`src/hw/rtl/sdrcr_pkg.sv`:
```
// ----------------------------------------------------------------------------
// sdrcr_pkg
// Shared types, register indexes, masks, reset values and the geometry
// size table of the SDRAM controller register file.
// ----------------------------------------------------------------------------
`default_nettype none

package sdrcr_pkg;

  typedef enum logic {
    OP_READ  = 1'b0,
    OP_WRITE = 1'b1
  } opcode_t;

  // word indexes within the controller block
  localparam logic [2:0] IDX_INIT        = 3'd0;
  localparam logic [2:0] IDX_TIMING      = 3'd1;
  localparam logic [2:0] IDX_REFRESH     = 3'd2;
  localparam logic [2:0] IDX_APPLICATION = 3'd4;

  // writable masks, cut to the stored widths
  localparam logic [4:0]  MASK_INIT        = 5'h17;
  localparam logic [13:0] MASK_TIMING      = 14'h37f7;
  localparam logic [24:0] MASK_REFRESH     = 25'h1ff0fff;
  localparam logic [31:0] MASK_APPLICATION = 32'h8000003f;

  // reset values
  localparam logic [4:0]  INIT_RESET        = 5'h00;
  localparam logic [13:0] TIMING_RESET      = 14'h00e0;
  localparam logic [24:0] REFRESH_RESET     = 25'h07f008c;
  localparam logic [31:0] APPLICATION_RESET = 32'h00000008;

  // bit positions
  localparam int unsigned BIT_ENABLE      = 4;
  localparam int unsigned BIT_INITIALIZED = 3;
  localparam int unsigned BIT_MRS         = 2;
  localparam int unsigned BIT_APP_ON      = 1;
  localparam int unsigned BIT_SR_ENABLE   = 23;
  localparam int unsigned BIT_SR_STATUS   = 25;

  // bytes of sdram for each geometry code: banks x rows x cols x 2
  function automatic logic [26:0] geometry_bytes(input logic [2:0] geo);
    logic [26:0] bytes;
    unique case (geo)
      3'd0: bytes = 27'd1 << 21;
      3'd1: bytes = 27'd1 << 23;
      3'd2: bytes = 27'd1 << 24;
      3'd3: bytes = 27'd1 << 25;
      3'd4: bytes = 27'd1 << 22;
      3'd5: bytes = 27'd1 << 24;
      3'd6: bytes = 27'd1 << 25;
      3'd7: bytes = 27'd1 << 26;
      default: bytes = '0;
    endcase
    return bytes;
  endfunction

endpackage

`default_nettype wire

```
`src/hw/rtl/sdrcr_if.sv`:
```
// ----------------------------------------------------------------------------
// sdrcr_in_if / sdrcr_out_if
// Valid/ready channels carrying bus accesses in and access results out.
// ----------------------------------------------------------------------------
`default_nettype none

interface sdrcr_in_if;
  logic                 valid;
  logic                 ready;
  sdrcr_pkg::opcode_t   opcode;
  logic [2:0]           reg_index;
  logic [31:0]          write_data;

  modport source (output valid, output opcode, output reg_index, output write_data,
                  input ready);
  modport sink   (input valid, input opcode, input reg_index, input write_data,
                  output ready);
endinterface

interface sdrcr_out_if;
  logic        valid;
  logic        ready;
  logic [31:0] read_data;
  logic        claimed;
  logic [26:0] memory_bytes;
  logic [2:0]  precharge_clocks;
  logic [3:0]  active_clocks;
  logic [4:0]  cycle_clocks;
  logic [1:0]  cas_latency;

  modport source (output valid, output read_data, output claimed, output memory_bytes,
                  output precharge_clocks, output active_clocks, output cycle_clocks,
                  output cas_latency, input ready);
  modport sink   (input valid, input read_data, input claimed, input memory_bytes,
                  input precharge_clocks, input active_clocks, input cycle_clocks,
                  input cas_latency, output ready);
endinterface

`default_nettype wire

```
`src/hw/rtl/sdram_controller_registers_core.sv`:
```
// ----------------------------------------------------------------------------
// sdram_controller_registers_core
// Register file of an SDRAM controller: init, timing, refresh and
// application registers, with status merge and timing/size decode.
// ----------------------------------------------------------------------------
// Each bus access is taken into an input register and decoded, and it is
// applied to the register file as it moves on and its result lands in an
// output register. An item moves on only while the output register is empty
// or its result is taken, so one item is accepted every cycle while results
// are taken. The input register accepts one further item while a finished
// result waits on the output side.
// Writes store through each register's writable mask; reads merge the
// initialized flag (init bit 3) and the self-refresh status (refresh bit 25).
// Decoded timings, CAS latency and memory size reflect the state after the
// access. Words at or above REGISTER_WORDS are not claimed.
// ----------------------------------------------------------------------------
`default_nettype none

module sdram_controller_registers_core #(
  parameter int unsigned REGISTER_WORDS = 5
) (
  input  wire              clk,
  input  wire              rst_n,
  sdrcr_in_if.sink         in_chan,
  sdrcr_out_if.source      out_chan
);

  // input register
  logic                 s1_valid_r;
  sdrcr_pkg::opcode_t   s1_opcode_r;
  logic [2:0]           s1_index_r;
  logic [31:0]          s1_data_r;

  // register file
  logic [4:0]  init_r,        init_nxt;
  logic [13:0] timing_r,      timing_nxt;
  logic [24:0] refresh_r,     refresh_nxt;
  logic [31:0] application_r, application_nxt;
  logic        init_flag_r,   init_flag_nxt;

  // result register
  logic        out_valid_r;
  logic [31:0] read_data_r;
  logic        claimed_r;
  logic [26:0] memory_bytes_r;
  logic [2:0]  precharge_r;
  logic [3:0]  active_r;
  logic [4:0]  cycle_r;
  logic [1:0]  cas_r;

  logic        advance;
  logic        s1_claimed;
  logic [31:0] read_data_nxt;
  logic [1:0]  cas_code;

  assign advance      = s1_valid_r && (!out_valid_r || out_chan.ready);
  assign in_chan.ready = !s1_valid_r || advance;
  assign s1_claimed   = {1'b0, s1_index_r} < 4'(REGISTER_WORDS);

  always_ff @(posedge clk) begin
    if (!rst_n) begin
      s1_valid_r <= 1'b0;
    end else if (in_chan.ready) begin
      s1_valid_r <= in_chan.valid;
    end
    if (in_chan.ready && in_chan.valid) begin
      s1_opcode_r <= in_chan.opcode;
      s1_index_r  <= in_chan.reg_index;
      s1_data_r   <= in_chan.write_data;
    end
  end

  // register update and read mux
  always_comb begin
    init_nxt        = init_r;
    timing_nxt      = timing_r;
    refresh_nxt     = refresh_r;
    application_nxt = application_r;
    init_flag_nxt   = init_flag_r;
    read_data_nxt   = '0;
    if (s1_claimed) begin
      if (s1_opcode_r == sdrcr_pkg::OP_WRITE) begin
        unique case (s1_index_r)
          sdrcr_pkg::IDX_INIT: begin
            init_nxt = s1_data_r[4:0] & sdrcr_pkg::MASK_INIT;
            if (!s1_data_r[sdrcr_pkg::BIT_ENABLE]) begin
              init_flag_nxt = 1'b0;
            end else if (s1_data_r[sdrcr_pkg::BIT_MRS]) begin
              init_flag_nxt = 1'b1;
            end
          end
          sdrcr_pkg::IDX_TIMING:      timing_nxt = s1_data_r[13:0] & sdrcr_pkg::MASK_TIMING;
          sdrcr_pkg::IDX_REFRESH:     refresh_nxt = s1_data_r[24:0] & sdrcr_pkg::MASK_REFRESH;
          sdrcr_pkg::IDX_APPLICATION: application_nxt = s1_data_r & sdrcr_pkg::MASK_APPLICATION;
          default: ;
        endcase
      end else begin
        unique case (s1_index_r)
          sdrcr_pkg::IDX_INIT: begin
            read_data_nxt = {27'd0, init_r};
            read_data_nxt[sdrcr_pkg::BIT_INITIALIZED] = init_flag_r;
          end
          sdrcr_pkg::IDX_TIMING: read_data_nxt = {18'd0, timing_r};
          sdrcr_pkg::IDX_REFRESH: begin
            read_data_nxt = {7'd0, refresh_r};
            // self-refresh status mirrors its enable
            read_data_nxt[sdrcr_pkg::BIT_SR_STATUS] = refresh_r[sdrcr_pkg::BIT_SR_ENABLE];
          end
          sdrcr_pkg::IDX_APPLICATION: read_data_nxt = application_r;
          default: ;
        endcase
      end
    end
  end

  assign cas_code = application_nxt[3:2];

  always_ff @(posedge clk) begin
    if (!rst_n) begin
      init_r        <= sdrcr_pkg::INIT_RESET;
      timing_r      <= sdrcr_pkg::TIMING_RESET;
      refresh_r     <= sdrcr_pkg::REFRESH_RESET;
      application_r <= sdrcr_pkg::APPLICATION_RESET;
      init_flag_r   <= 1'b0;
      out_valid_r   <= 1'b0;
    end else begin
      if (advance) begin
        init_r        <= init_nxt;
        timing_r      <= timing_nxt;
        refresh_r     <= refresh_nxt;
        application_r <= application_nxt;
        init_flag_r   <= init_flag_nxt;
        out_valid_r   <= 1'b1;
      end else if (out_chan.ready) begin
        out_valid_r <= 1'b0;
      end
    end
    if (advance) begin
      read_data_r <= read_data_nxt;
      claimed_r   <= s1_claimed;
      memory_bytes_r <= (init_flag_nxt && init_nxt[sdrcr_pkg::BIT_ENABLE] &&
                         application_nxt[sdrcr_pkg::BIT_APP_ON]) ?
                        sdrcr_pkg::geometry_bytes(timing_nxt[2:0]) : '0;
      precharge_r <= {1'b0, timing_nxt[13:12]} + 3'd1;
      active_r    <= {1'b0, timing_nxt[10:8]} + 4'd1;
      cycle_r     <= {1'b0, timing_nxt[7:4]} + 5'd1;
      cas_r       <= (cas_code == 2'd0) ? 2'd2 : cas_code;
    end
  end

  assign out_chan.valid            = out_valid_r;
  assign out_chan.read_data        = read_data_r;
  assign out_chan.claimed          = claimed_r;
  assign out_chan.memory_bytes     = memory_bytes_r;
  assign out_chan.precharge_clocks = precharge_r;
  assign out_chan.active_clocks    = active_r;
  assign out_chan.cycle_clocks     = cycle_r;
  assign out_chan.cas_latency      = cas_r;

  // an init write with enable off always drops the initialized flag
  a_flag_clear: assert property (@(posedge clk) disable iff (!rst_n)
    advance && s1_claimed && s1_opcode_r == sdrcr_pkg::OP_WRITE &&
    s1_index_r == sdrcr_pkg::IDX_INIT && !s1_data_r[sdrcr_pkg::BIT_ENABLE]
    |=> !init_flag_r)
    else $error("initialized flag survived an init write with enable off");

  // a reported size agrees with the state that produced it
  a_size_gate: assert property (@(posedge clk) disable iff (!rst_n)
    out_valid_r && memory_bytes_r != '0 |->
    init_flag_r && init_r[sdrcr_pkg::BIT_ENABLE] && application_r[sdrcr_pkg::BIT_APP_ON])
    else $error("memory size reported while controller not ready");

  a_size_pow2: assert property (@(posedge clk) disable iff (!rst_n)
    out_valid_r |-> $onehot0(memory_bytes_r))
    else $error("memory size is not a power of two");

  // the register file only changes when an item moves on
  a_state_hold: assert property (@(posedge clk) disable iff (!rst_n)
    !advance |=> $stable(init_flag_r) && $stable(timing_r) && $stable(application_r))
    else $error("register file changed without an access");

  a_cas_nonzero: assert property (@(posedge clk) disable iff (!rst_n)
    out_valid_r |-> cas_r != 2'd0)
    else $error("reserved cas latency code reported");

endmodule

`default_nettype wire
```
`src/flat_wrapper.sv`:
```
// flat-port wrapper written by rule: the top's interface ports become plain ports
module sdram_controller_registers_core_flat 
#(
  parameter int unsigned REGISTER_WORDS = 5
)
  (clk, rst_n, in_chan_valid, in_chan_opcode, in_chan_reg_index, in_chan_write_data, in_chan_ready, out_chan_valid, out_chan_read_data, out_chan_claimed, out_chan_memory_bytes, out_chan_precharge_clocks, out_chan_active_clocks, out_chan_cycle_clocks, out_chan_cas_latency, out_chan_ready);
  sdrcr_in_if in_chan_i ();
  sdrcr_out_if out_chan_i ();
  input  wire clk;
  input  wire rst_n;
  input wire logic [$bits(in_chan_i.valid)-1:0] in_chan_valid;
  input wire logic [$bits(in_chan_i.opcode)-1:0] in_chan_opcode;
  input wire logic [$bits(in_chan_i.reg_index)-1:0] in_chan_reg_index;
  input wire logic [$bits(in_chan_i.write_data)-1:0] in_chan_write_data;
  output wire logic [$bits(in_chan_i.ready)-1:0] in_chan_ready;
  output wire logic [$bits(out_chan_i.valid)-1:0] out_chan_valid;
  output wire logic [$bits(out_chan_i.read_data)-1:0] out_chan_read_data;
  output wire logic [$bits(out_chan_i.claimed)-1:0] out_chan_claimed;
  output wire logic [$bits(out_chan_i.memory_bytes)-1:0] out_chan_memory_bytes;
  output wire logic [$bits(out_chan_i.precharge_clocks)-1:0] out_chan_precharge_clocks;
  output wire logic [$bits(out_chan_i.active_clocks)-1:0] out_chan_active_clocks;
  output wire logic [$bits(out_chan_i.cycle_clocks)-1:0] out_chan_cycle_clocks;
  output wire logic [$bits(out_chan_i.cas_latency)-1:0] out_chan_cas_latency;
  input wire logic [$bits(out_chan_i.ready)-1:0] out_chan_ready;
  assign in_chan_i.valid = in_chan_valid;
  assign in_chan_i.opcode = in_chan_opcode;
  assign in_chan_i.reg_index = in_chan_reg_index;
  assign in_chan_i.write_data = in_chan_write_data;
  assign in_chan_ready = in_chan_i.ready;
  assign out_chan_valid = out_chan_i.valid;
  assign out_chan_read_data = out_chan_i.read_data;
  assign out_chan_claimed = out_chan_i.claimed;
  assign out_chan_memory_bytes = out_chan_i.memory_bytes;
  assign out_chan_precharge_clocks = out_chan_i.precharge_clocks;
  assign out_chan_active_clocks = out_chan_i.active_clocks;
  assign out_chan_cycle_clocks = out_chan_i.cycle_clocks;
  assign out_chan_cas_latency = out_chan_i.cas_latency;
  assign out_chan_i.ready = out_chan_ready;
  sdram_controller_registers_core #(.REGISTER_WORDS(REGISTER_WORDS)) u_core (.clk(clk), .rst_n(rst_n), .in_chan(in_chan_i), .out_chan(out_chan_i));
endmodule
```
`config.mk`:
```
export PLATFORM = sky130hd
export DESIGN_NAME = sdram_controller_registers_core_flat
export DESIGN_NICKNAME = d
export VERILOG_FILES = /design/src/hw/rtl/sdrcr_pkg.sv /design/src/hw/rtl/sdrcr_if.sv /design/src/hw/rtl/sdram_controller_registers_core.sv /design/src/flat_wrapper.sv
export SDC_FILE = /design/constraint.sdc
export NUM_CORES = 1
export LEC_CHECK = 0
export ABC_AREA = 1
export BUFFER_PORTS_ARGS = -buffer_cell sky130_fd_sc_hd__buf_2
export CAP_MARGIN = 20
export CORE_AREA = 3 3 125 127
export DETAILED_ROUTE_END_ITERATION = 8
export DIE_AREA = 0 0 128 130
export HOLD_SLACK_MARGIN = 0.08
export PLACE_DENSITY = 0.53
export SYNTH_ARGS = -nofsm -noshare
export SYNTH_HDL_FRONTEND = slang
export SYNTH_SLANG_ARGS = --single-unit
```
`constraint.sdc`:
```
create_clock -name clk -period 3.1 [get_ports clk]
set_clock_uncertainty 0.1 [all_clocks]
set_input_delay 0 -clock clk [delete_from_list [all_inputs] [get_ports clk]]
set_output_delay 0 -clock clk [all_outputs]
set_load 0.01 [all_outputs]
```
==> results of run 1 <==
[metal layers]
layer,global-route usage,part of all wire
met3,0.04503,0.060
met4,0.06991,0.019
met1,0.1648,0.42
met2,0.2449,0.50
met5,0,0
[registers in the layout, indices dropped and copies added, names as in the netlist, 4 cells and up]
signal                         flops
u_core.out_chan.active_clocks      4
u_core.timing_r                   12
u_core.init_r                      4
u_core.out_chan.read_data         24
u_core.application_r               7
u_core.refresh_r                  21
u_core.out_chan.cycle_clocks       5
u_core.out_chan.memory_bytes       6
u_core.s1_data_r                  24
[worst max path at each step]
stage                               start                    to  slack (ns)  cells past startpoint
finish               u_core.s1_index_r[2]  u_core.refresh_r[10]        0.73                      5
global route         u_core.s1_index_r[2]   u_core.refresh_r[6]        0.54                      5
CTS                  u_core.s1_index_r[2]   u_core.refresh_r[0]        0.75                      5
detailed placement   u_core.s1_index_r[2]   u_core.refresh_r[0]        0.76                      5
global placement     u_core.s1_index_r[2]   u_core.refresh_r[0]        0.80                      5
floorplan           u_core.out_chan.valid   u_core.refresh_r[2]        0.87                      5
[logic make-up (layout without fill, tap and decap cells)]
group	after synthesis	after routing
simple gates	190	190
compound gates	87	87
flops	120	120
other cells	1	28
xor+xnor	2	2
fa+ha+maj	3	3
buf+inv	106	206
[cells in the final DEF (no fill, tap or decap), types with 2 or more instances in the layout]
master and n:
sky130_fd_sc_hd__nand2_1 84, sky130_fd_sc_hd__buf_2 79, sky130_fd_sc_hd__edfxtp_1 73, sky130_fd_sc_hd__nor2_1 53, sky130_fd_sc_hd__inv_1 52, sky130_fd_sc_hd__dfxtp_1 47, sky130_fd_sc_hd__o21ai_0 37, sky130_fd_sc_hd__a21oi_1 33
sky130_fd_sc_hd__dlygate4sd3_1 33, sky130_fd_sc_hd__conb_1 28, sky130_fd_sc_hd__nand3_1 25, sky130_fd_sc_hd__nand4_1 19, sky130_fd_sc_hd__clkbuf_16 17, sky130_fd_sc_hd__o21ai_1 8, sky130_fd_sc_hd__buf_4 5, sky130_fd_sc_hd__inv_2 4
sky130_fd_sc_hd__bufinv_16 4, sky130_fd_sc_hd__clkinvlp_4 4, sky130_fd_sc_hd__nor2_4 3, sky130_fd_sc_hd__o211ai_1 3, sky130_fd_sc_hd__ha_1 3, sky130_fd_sc_hd__clkinv_2 3, sky130_fd_sc_hd__nand3_4 2, sky130_fd_sc_hd__o21ai_2 2
sky130_fd_sc_hd__xor2_1 2, sky130_fd_sc_hd__o22ai_1 2, sky130_fd_sc_hd__clkbuf_8 2
[final cells by class]
cell class,instances,area [µm²],area share
Clock buffer,20,456.7,0.07045
Clock inverter,12,173.9,0.02683
Inverter,57,214.0,0.03301
Multi-Input combinational cell,310,1511,0.2332
Sequential cell,120,3133,0.4833
Tap cell,184,230.2,0.03551
Timing Repair Buffer,117,763.2,0.1177
[power breakdown]
part | internal (mW) | total (mW) | switching (mW)
registers | 1.77 | 1.81 | 0.0393
logic | 0.105 | 0.293 | 0.188
clock network | 1.38 | 2.07 | 0.689
[critical path, stage by stage (launching register included)]
cell,delay (ns)
sky130_fd_sc_hd__edfxtp_1,0.64
sky130_fd_sc_hd__inv_1,0.45
sky130_fd_sc_hd__nand3_4,0.32
sky130_fd_sc_hd__nor2_4,0.49
sky130_fd_sc_hd__o21ai_0,0.15
sky130_fd_sc_hd__a21oi_1,0.14
[per-stage QoR]
stage	setup WS (ns)	cells	utilization	instance area [µm²]
final	0.7326	820	0.4460	6482
after global routing	0.5450	820	0.4460	6482
after detailed placement	0.7648	755	0.3799	5522
after floorplan	0.8701	536	-	5201
after global placement	0.7951	755	0.3799	5522
after CTS	0.7514	820	0.4460	6482
==> metrics.txt, run 1 <==
Yosys reg bits 120; fraction of post-synthesis cell area in the top cell type by area 0.4298; cts repair resizes 0; xor/xnor cell area share of the yosys netlist 0.003435; Die Span X 128 µm; die area ~0.017 mm²; setup repair after global routing missed its margin false; Post-Synthesis Cells 509; setup bufs post-CTS 0; Max rail drop VDD around 0.00029 V; worst reg-to-reg setup slack around 0.73 ns; fillers 1,410; most common cell in the netlist sky130_fd_sc_hd__nand2_1; post-synthesis instance area just over 0.005 mm²; share of layout cells above drive strength 1 0.2060; # IOs about 120; Mapped Avg Cell Area 10.02 µm²; count of synthesis-stage warnings from yosys 0; leading cell types by total area after synthesis sky130_fd_sc_hd__edfxtp_1 43%, sky130_fd_sc_hd__dfxtp_1 18%, sky130_fd_sc_hd__nand2_1 6.2%, sky130_fd_sc_hd__buf_4 4.7%, sky130_fd_sc_hd__nor2_1 3.9%; classification of the worst setup path reg -> reg; Yosys cell types 31; area of the core about 0.015 mm²; overall fraction of global-route tracks in use 0.1438; CTS tree built; total wire length after detailed routing 11,620 µm; Skew-Pair Late Insertion Delay 0.41 ns; number of buffers between clock root and the deepest sink 2; final critical delay including setup and external delays 2.367 ns; Least-Margin Pin Slew roughly 0.67 ns; number of setup violations in the final report 0; per-cell via count in the routed design 4.646; aggregate global routing overflow 0; overall power of the completed layout 4.170 mW; Reg2Reg Launch Point u_core.s1_index_r[2]; remaining antenna violation count 0; standby leakage power between 2 and 3 nW; largest family of logic cells by synthesized area simple AND/OR/NAND/NOR gates; first-pass GRT wire length 18,470 µm; Worst Hold Margin 0.1935 ns; endpoint of the most critical register-to-register path u_core.refresh_r[10]; type of the worst min-delay path in -> reg; ratio of final minimum period to clock period 0.7637; Layout Area Growth over Synthesis 27.11%; share of the yosys chip area belonging to registers 0.6143; Post-layout nets 666; RePlAce Congestion 0.8261; post-synth top area cell sky130_fd_sc_hd__edfxtp_1; vertical die dimension 130 µm; adder-cell share of the synthesized area 0.007360; Slew headroom 0.5501; commonest cells in the netlist 84 x sky130_fd_sc_hd__nand2_1, 73 x sky130_fd_sc_hd__edfxtp_1, 53 x sky130_fd_sc_hd__nor2_1, 52 x sky130_fd_sc_hd__inv_1, 47 x sky130_fd_sc_hd__dfxtp_1; Crit Path Max Fanout 19; maximum number of pins on one net before global-route repair 29; crit path capture type flop; Buffers on Ports 79; antenna diode instance count 0; simple logic cell fraction of the synthesized area 0.1732; required time at the endpoint of the critical path between 3 and 4 ns; Num Clock Sinks 120; number of detailed-routing iterations run before antenna repair 5; dpl hpwl 7724 µm; detailed-route via count 3,810; Final Hold Viols 0; top achievable clock speed 0.4224 GHz; max-slew violation total from the final report 0; number of synthesized flops with an enable pin 73; number of antenna violations at the first check in global routing 0; final sum of negative setup slack 0 ns; DRC Markers 0; type of origin of the critical path flop; post-detailed-route wirelength per cell 14.17 µm; Synth Area in Compound Gates 0.09176; initial standard-cell utilization of the core 0.3509; number of hold buffers added after CTS 33; Hold Crit Endpoint u_core.s1_data_r[11]; number of design-rule violations left by the first detailed-router iteration 183; Power Dens Cells 643.2 mW/mm²; worst hold path cell count 2; via count of the first global-routing pass 3,809; root buffer cell sky130_fd_sc_hd__clkbuf_16; count of cells along the worst register-to-register path 5; startpoint of the lowest-slack hold path in_chan_write_data[11]; number of CTS-inserted buffers 17; result of the run complete, no violations; data arrival time of the critical path 2.61 ns; number of H-tree branching levels 4; fraction of registers with async set or reset after synthesis 0; prevailing post-synth register cell sky130_fd_sc_hd__edfxtp_1; # rows 44; share of synthesized area spent on multiplexers 0; clock transition at the registers of the reported paths approximately 0.05 ns; maximum capacitance violations 0
Power figures use the tool's default switching activity.
==> inputs of run 2 (changes only) <==
- PLACE_DENSITY: 0.53 -> 0.55
- clock period: 3.1 -> 1.98 ns (I/O delays scaled with it)
==> run 2 against run 1 <==
  * Non-clock buffer count rose by 17
  * Cell area rose by 3.7%
  * Clock power rose by 71%
  * Maximum frequency rose by 23%
  * Register-to-register slack got worse by 0.68 ns
  * Via count rose by 2.1%
  * Count of clock-buffer cells in the layout fell by 3
  * Combinational power rose by 74%
  * Largest cell class unchanged
  * Critical path depth did not move
  * Highest routed layer unchanged
  * Flip-flop and latch count did not move
  * Setup slack got worse by 0.68 ns
  * First-iteration DRC count rose by 32%
==> metrics.txt, run 2 (same netlist as run 1, synthesis figures left out) <==
crit path launch u_core.out_chan.valid; # IOs 116; data arrival time of the critical path 2.12 ns; overall power of the completed layout 6.871 mW; standby leakage power 2.914 nW; type of origin of the critical path flop; DRC Markers 0; worst setup slack after layout 0.05761 ns; antenna diode instance count 0; # rows 44; Slew headroom 0.5923; number of design-rule violations left by the first detailed-router iteration 241; final critical delay including setup and external delays 1.922 ns; result of the run complete, no violations; clock transition at the registers of the reported paths 0.06 ns; initial standard-cell utilization of the core 0.3509; worst reg-to-reg setup slack ~0.058 ns; maximum number of pins on one net before global-route repair 29; internal power summed over all cells 5.425 mW; detailed-route via count 3,891; Placed Instance Area 0.005670 mm²; per-cell via count in the routed design around 4.6; count of cells along the worst register-to-register path 5; CTS tree built; number of setup violations in the final report 0; Post-layout nets 684; Die Span X 128 µm; die area 0.01664 mm²; RePlAce Congestion slightly above 0.8; first-pass GRT wire length 18,330 µm; area of the multi-input gates 0.001555 mm²; setup repair after global routing missed its margin false; Buffers on Ports roughly 80; Layout Area Growth over Synthesis 31.82%; dpl hpwl 7975 µm; Crit Path Max Fanout 4; fillers ~1,400; classification of the worst setup path reg -> reg; Skew-Pair Late Insertion Delay 0.41 ns; Num Clock Sinks 120; root buffer cell sky130_fd_sc_hd__clkbuf_16; via count of the first global-routing pass approximately 3,700; top achievable clock speed 0.5202 GHz; area of the core 0.01453 mm²; net load switching power 1.446 mW; overall fraction of global-route tracks in use 0.1431; remaining antenna violation count 0; vertical die dimension 130 µm; crit path capture type flop; most common cell after layout, fill and taps aside sky130_fd_sc_hd__nand2_1; post-detailed-route wirelength per cell 14.07 µm; combinational group share of total power 0.074; Clk pwr share 0.516; max-slew violation total from the final report 0; share of layout cells above drive strength 1 0.2385; required time at the endpoint of the critical path 2.18 ns; number of H-tree branching levels 4; Max rail drop VDD 0.0005898 V; number of CTS-inserted buffers 17; switching fraction of total power 0.2104; type of the worst min-delay path in -> reg; number of buffers between clock root and the deepest sink 2; commonest non-fill, non-tap cells in the layout 82 x sky130_fd_sc_hd__nand2_1, 79 x sky130_fd_sc_hd__buf_2, 73 x sky130_fd_sc_hd__edfxtp_1, 51 x sky130_fd_sc_hd__inv_1, 51 x sky130_fd_sc_hd__nor2_1; total wire length after detailed routing 11,790 µm; number of detailed-routing iterations run before antenna repair 5; number of antenna violations at the first check in global routing 0; ratio of final minimum period to clock period 0.9709; Final Instance Area 0.006723 mm²; sequential fraction of design power 0.410; Reg2Reg Launch Point u_core.out_chan.valid; capturing instance or port of the critical path u_core.s1_valid_r; worst setup slack before clock tree synthesis between 0.1 and 0.15 ns; Power Dens Cells 1022 mW/mm²; Storage cell area 0.003137 mm²; Final Hold Viols 0; maximum capacitance violations 0; endpoint of the most critical register-to-register path u_core.s1_valid_r; startpoint of the lowest-slack hold path in_chan_write_data[19]; Least-Margin Pin Slew around 0.61 ns; aggregate global routing overflow 0
-- run 2: cell types whose count changed in the layout (fill, tap and decap cells not counted), sizes merged --
cell,before,now
clkinvlp,4,2
buf,84,101
nand3b,1,2
clkbuf,20,17
bufinv,4,7
clkinv,5,7
-- run 2: cell type report --
type	count	share of cell area
Clock buffer	17	0.06328
Clock inverter	15	0.03797
Inverter	57	0.03220
Multi-Input combinational cell	311	0.2313
Sequential cell	120	0.4666
Tap cell	184	0.03425
Timing Repair Buffer	134	0.1344
-- run 2: worst min-delay path by stage --
stage	to	slack, ns	depth (start not counted)
2_1_floorplan	u_core.s1_data_r[0]	-0.001	0
3_3_place_gp	u_core.s1_data_r[21]	0.08	1
3_5_place_dp	u_core.s1_data_r[17]	0.08	1
4_1_cts	u_core.s1_data_r[19]	0.18	2
5_1_grt	u_core.s1_data_r[23]	0.19	2
6_report	u_core.s1_data_r[19]	0.19	2
-- run 2: power by group through the flow --
stage	logic (mW)	registers (mW)	clock network, mW
6_report	0.510	2.82	3.54
4_1_cts	0.505	2.82	3.60
3_5_place_dp	0.451	2.87	0
3_3_place_gp	0.444	2.87	0
2_1_floorplan	0.316	2.87	0
5_1_grt	0.570	2.83	3.71
-- run 2: layer usage --
layer	part of all wire	routed length, µm	GRT usage	vias up
met4	0.031	369	0.07241	0
li1	-	-	-	1927
met5	0	0	0	-
met1	0.41	4802	0.1667	1820
met2	0.51	5988	0.2449	117
met3	0.054	632	0.03725	27
-- run 2: worst max-delay path, stage by stage, from the launching register on --
cell	delay [ns]
sky130_fd_sc_hd__dfxtp_4	0.37
sky130_fd_sc_hd__nand3_2	0.10
sky130_fd_sc_hd__nand2_2	0.07
sky130_fd_sc_hd__dlygate4sd3_1	0.55
sky130_fd_sc_hd__a21oi_1	0.06
sky130_fd_sc_hd__dlygate4sd3_1	0.55
-- run 2: what timing repair did --
item,in CTS,in global routing
hold buffers,33,0
endpoints found under the hold margin,67,0
gates resized for setup,0,3
setup endpoints to repair,0,3
setup buffers,0,3
-- run 2: metrics by stage --
| step | setup TNS (ns) | util | cells | hold slack [ns] |
|---|---|---|---|---|
| 2_1_floorplan | -3.428 | - | 536 | -0.001131 |
| 3_3_place_gp | 0 | 0.3902 | 769 | 0.07869 |
| 3_5_place_dp | 0 | 0.3902 | 769 | 0.07814 |
| 4_1_cts | 0 | 0.4597 | 834 | 0.1802 |
| 5_1_grt | 0 | 0.4626 | 838 | 0.1860 |
| 6_report | 0 | 0.4626 | 838 | 0.1928 |
==> inputs of run 3 (changes only) <==
- CORE_AREA: 3 3 125 127 -> 3 3 149 107
- DIE_AREA: 0 0 128 130 -> 0 0 152 110
==> run 3 against run 2 <==
  * Maximum frequency rose by 0.84%
  * Clock power fell by 15%
  * Flip-flop and latch count did not move
  * Register-to-register slack improved by 0.02 ns
  * Cell count rose by 1.6%
  * Critical path type unchanged
  * Critical endpoint is now u_core.refresh_r[9]
  * Largest power group unchanged
  * Highest routed layer unchanged
==> metrics.txt, run 3 (same netlist as run 1, synthesis figures left out) <==
result of the run complete, no violations; overall fraction of global-route tracks in use 0.1478; Crit path largest cell delay 0.50 ns; number of CTS-inserted buffers 17; CP delay by family, top simple AND/OR/NAND/NOR gates; initial standard-cell utilization of the core 0.3486; Layout Area Growth over Synthesis 30.23%; Die Span X ~150 µm; type of the worst min-delay path in -> reg; overall power of the completed layout between 6 and 7 mW; maximum number of pins on one net before global-route repair 34; first-pass GRT wire length 18,920 µm; fillers 1,447; Num Clock Sinks 120; number of detailed-routing iterations run before antenna repair 5; number of design-rule violations left by the first detailed-router iteration about 250; Slew headroom 0.5600; final sum of negative setup slack 0 ns; standby leakage power 2.882 nW; Post-layout nets a little under 700; Least-Margin Pin Slew between 0.6 and 0.7 ns; number of buffers between clock root and the deepest sink 2; per-cell via count in the routed design 4.582; number of H-tree branching levels 4; Placed Instance Area 0.005694 mm²; Buffers on Ports 79; required time at the endpoint of the critical path 2.18 ns; antenna diode instance count 0; top achievable clock speed 0.5246 GHz; post-detailed-route wirelength per cell around 14 µm; crit path capture type flop; maximum capacitance violations 0; # IOs ~120; classification of the worst setup path reg -> reg; Max rail drop VDD 0.0005497 V; Skew-Pair Late Insertion Delay 0.40 ns; Final Instance Area 0.006641 mm²; critical path cell sequence inv_1, nand3_4, nand3b_2, o21ai_1, nor2_1; setup repair after global routing missed its margin false; DRC Markers 0; data arrival time of the critical path 2.11 ns; number of setup violations in the final report 0; type of origin of the critical path flop; Bufs and invs on worst path 1; Final Hold Viols 0; via count of the first global-routing pass 3,685; Power Dens Cells 956.9 mW/mm²; critical-path cell with the highest stage delay sky130_fd_sc_hd__edfxtp_1; dpl hpwl 8540 µm; remaining antenna violation count 0; Crit Path Max Fanout 11; RePlAce Congestion 0.8737; number of antenna violations at the first check in global routing 0; detailed-route via count between 3,000 and 4,000; aggregate global routing overflow 0; area of the core between 0.01 and 0.015 mm²; root buffer cell sky130_fd_sc_hd__clkbuf_16; die area 0.01672 mm²; final critical delay including setup and external delays between 1.5 and 2 ns; share of layout cells above drive strength 1 0.2378; commonest non-fill, non-tap cells in the layout 83 x sky130_fd_sc_hd__nand2_1, 79 x sky130_fd_sc_hd__buf_2, 73 x sky130_fd_sc_hd__edfxtp_1, 51 x sky130_fd_sc_hd__inv_1, 51 x sky130_fd_sc_hd__nor2_1; ratio of final minimum period to clock period 0.9628; max-slew violation total from the final report 0; most common cell after layout, fill and taps aside sky130_fd_sc_hd__nand2_1; Worst Hold Margin approximately 0.20 ns; # rows 37; vertical die dimension 110 µm; CTS tree built; clock transition at the registers of the reported paths 0.06 ns; total wire length after detailed routing 12,290 µm
-- run 3: cell count changes in the layout (fill, tap and decap cells not counted), sizes merged --
cell,change
clkbuf,+7
bufinv,-5
buf,+2
clkinv,-1
clkinvlp,-1
-- run 3: what timing repair did --
action,CTS,global route
gates resized for setup,0,3
buffers inserted,0,2
endpoints found under the setup margin,0,16
hold buffers,34,0
endpoints found under the hold margin,59,0
-- run 3: routing by layer --
| metal | GRT usage | up-vias | wire, µm |
|---|---|---|---|
| met4 | 0.04939 | 0 | 136 |
| met3 | 0.04370 | 12 | 754 |
| met1 | 0.1992 | 1835 | 5942 |
| met5 | 0 | - | 0 |
| li1 | - | 1929 | - |
| met2 | 0.2310 | 123 | 5455 |
-- run 3: through the flow --
step	std cells	util	setup WS (ns)
finish	851	0.4540	0.07366
global route	851	0.4540	0.004506
CTS	849	0.4527	0.02823
detailed placement	783	0.3892	0.07522
global placement	783	0.3892	0.1472
floorplan	536	-	-0.1604
-- run 3: worst reg2reg max path, stage by stage (launching register included) --
cell and delay (ns):
sky130_fd_sc_hd__edfxtp_1 0.50, sky130_fd_sc_hd__inv_1 0.22, sky130_fd_sc_hd__nand3_4 0.19, sky130_fd_sc_hd__nand3b_2 0.50
sky130_fd_sc_hd__o21ai_1 0.24, sky130_fd_sc_hd__nor2_1 0.05
-- run 3: cell type report --
| cell class | instances | area, µm² | area share |
|---|---|---|---|
| clock buffer | 24 | 491.7 | 0.07404 |
| sequential | 120 | 3137 | 0.4723 |
| timing repair buffer | 136 | 905.9 | 0.1364 |
| inverter | 57 | 219.0 | 0.03297 |
| multi-input combinational | 311 | 1548 | 0.2330 |
| tap | 195 | 244.0 | 0.03674 |
| clock inverter | 8 | 96.34 | 0.01451 |
-- run 3: final timing paths --
check	startpoint	endpoint	slack (ns)	depth (start not counted)
max	u_core.s1_index_r[2]	u_core.refresh_r[9]	0.07	5
min	in_chan_write_data[11]	u_core.s1_data_r[11]	0.20	2
max reg2reg	u_core.s1_index_r[2]	u_core.refresh_r[9]	0.07	5
min reg2reg	u_core.s1_data_r[17]	u_core.refresh_r[17]	0.34	2
-- run 3: power by group --
group / leakage [nW] / switching, mW / internal (mW) / total [mW]
Combinational: 1.51 / 0.329 / 0.192 / 0.521
Clock: 0.290 / 1.04 / 1.98 / 3.02
Sequential: 1.09 / 0.0475 / 2.77 / 2.81
Total: 2.88 / 1.42 / 4.94 / 6.36
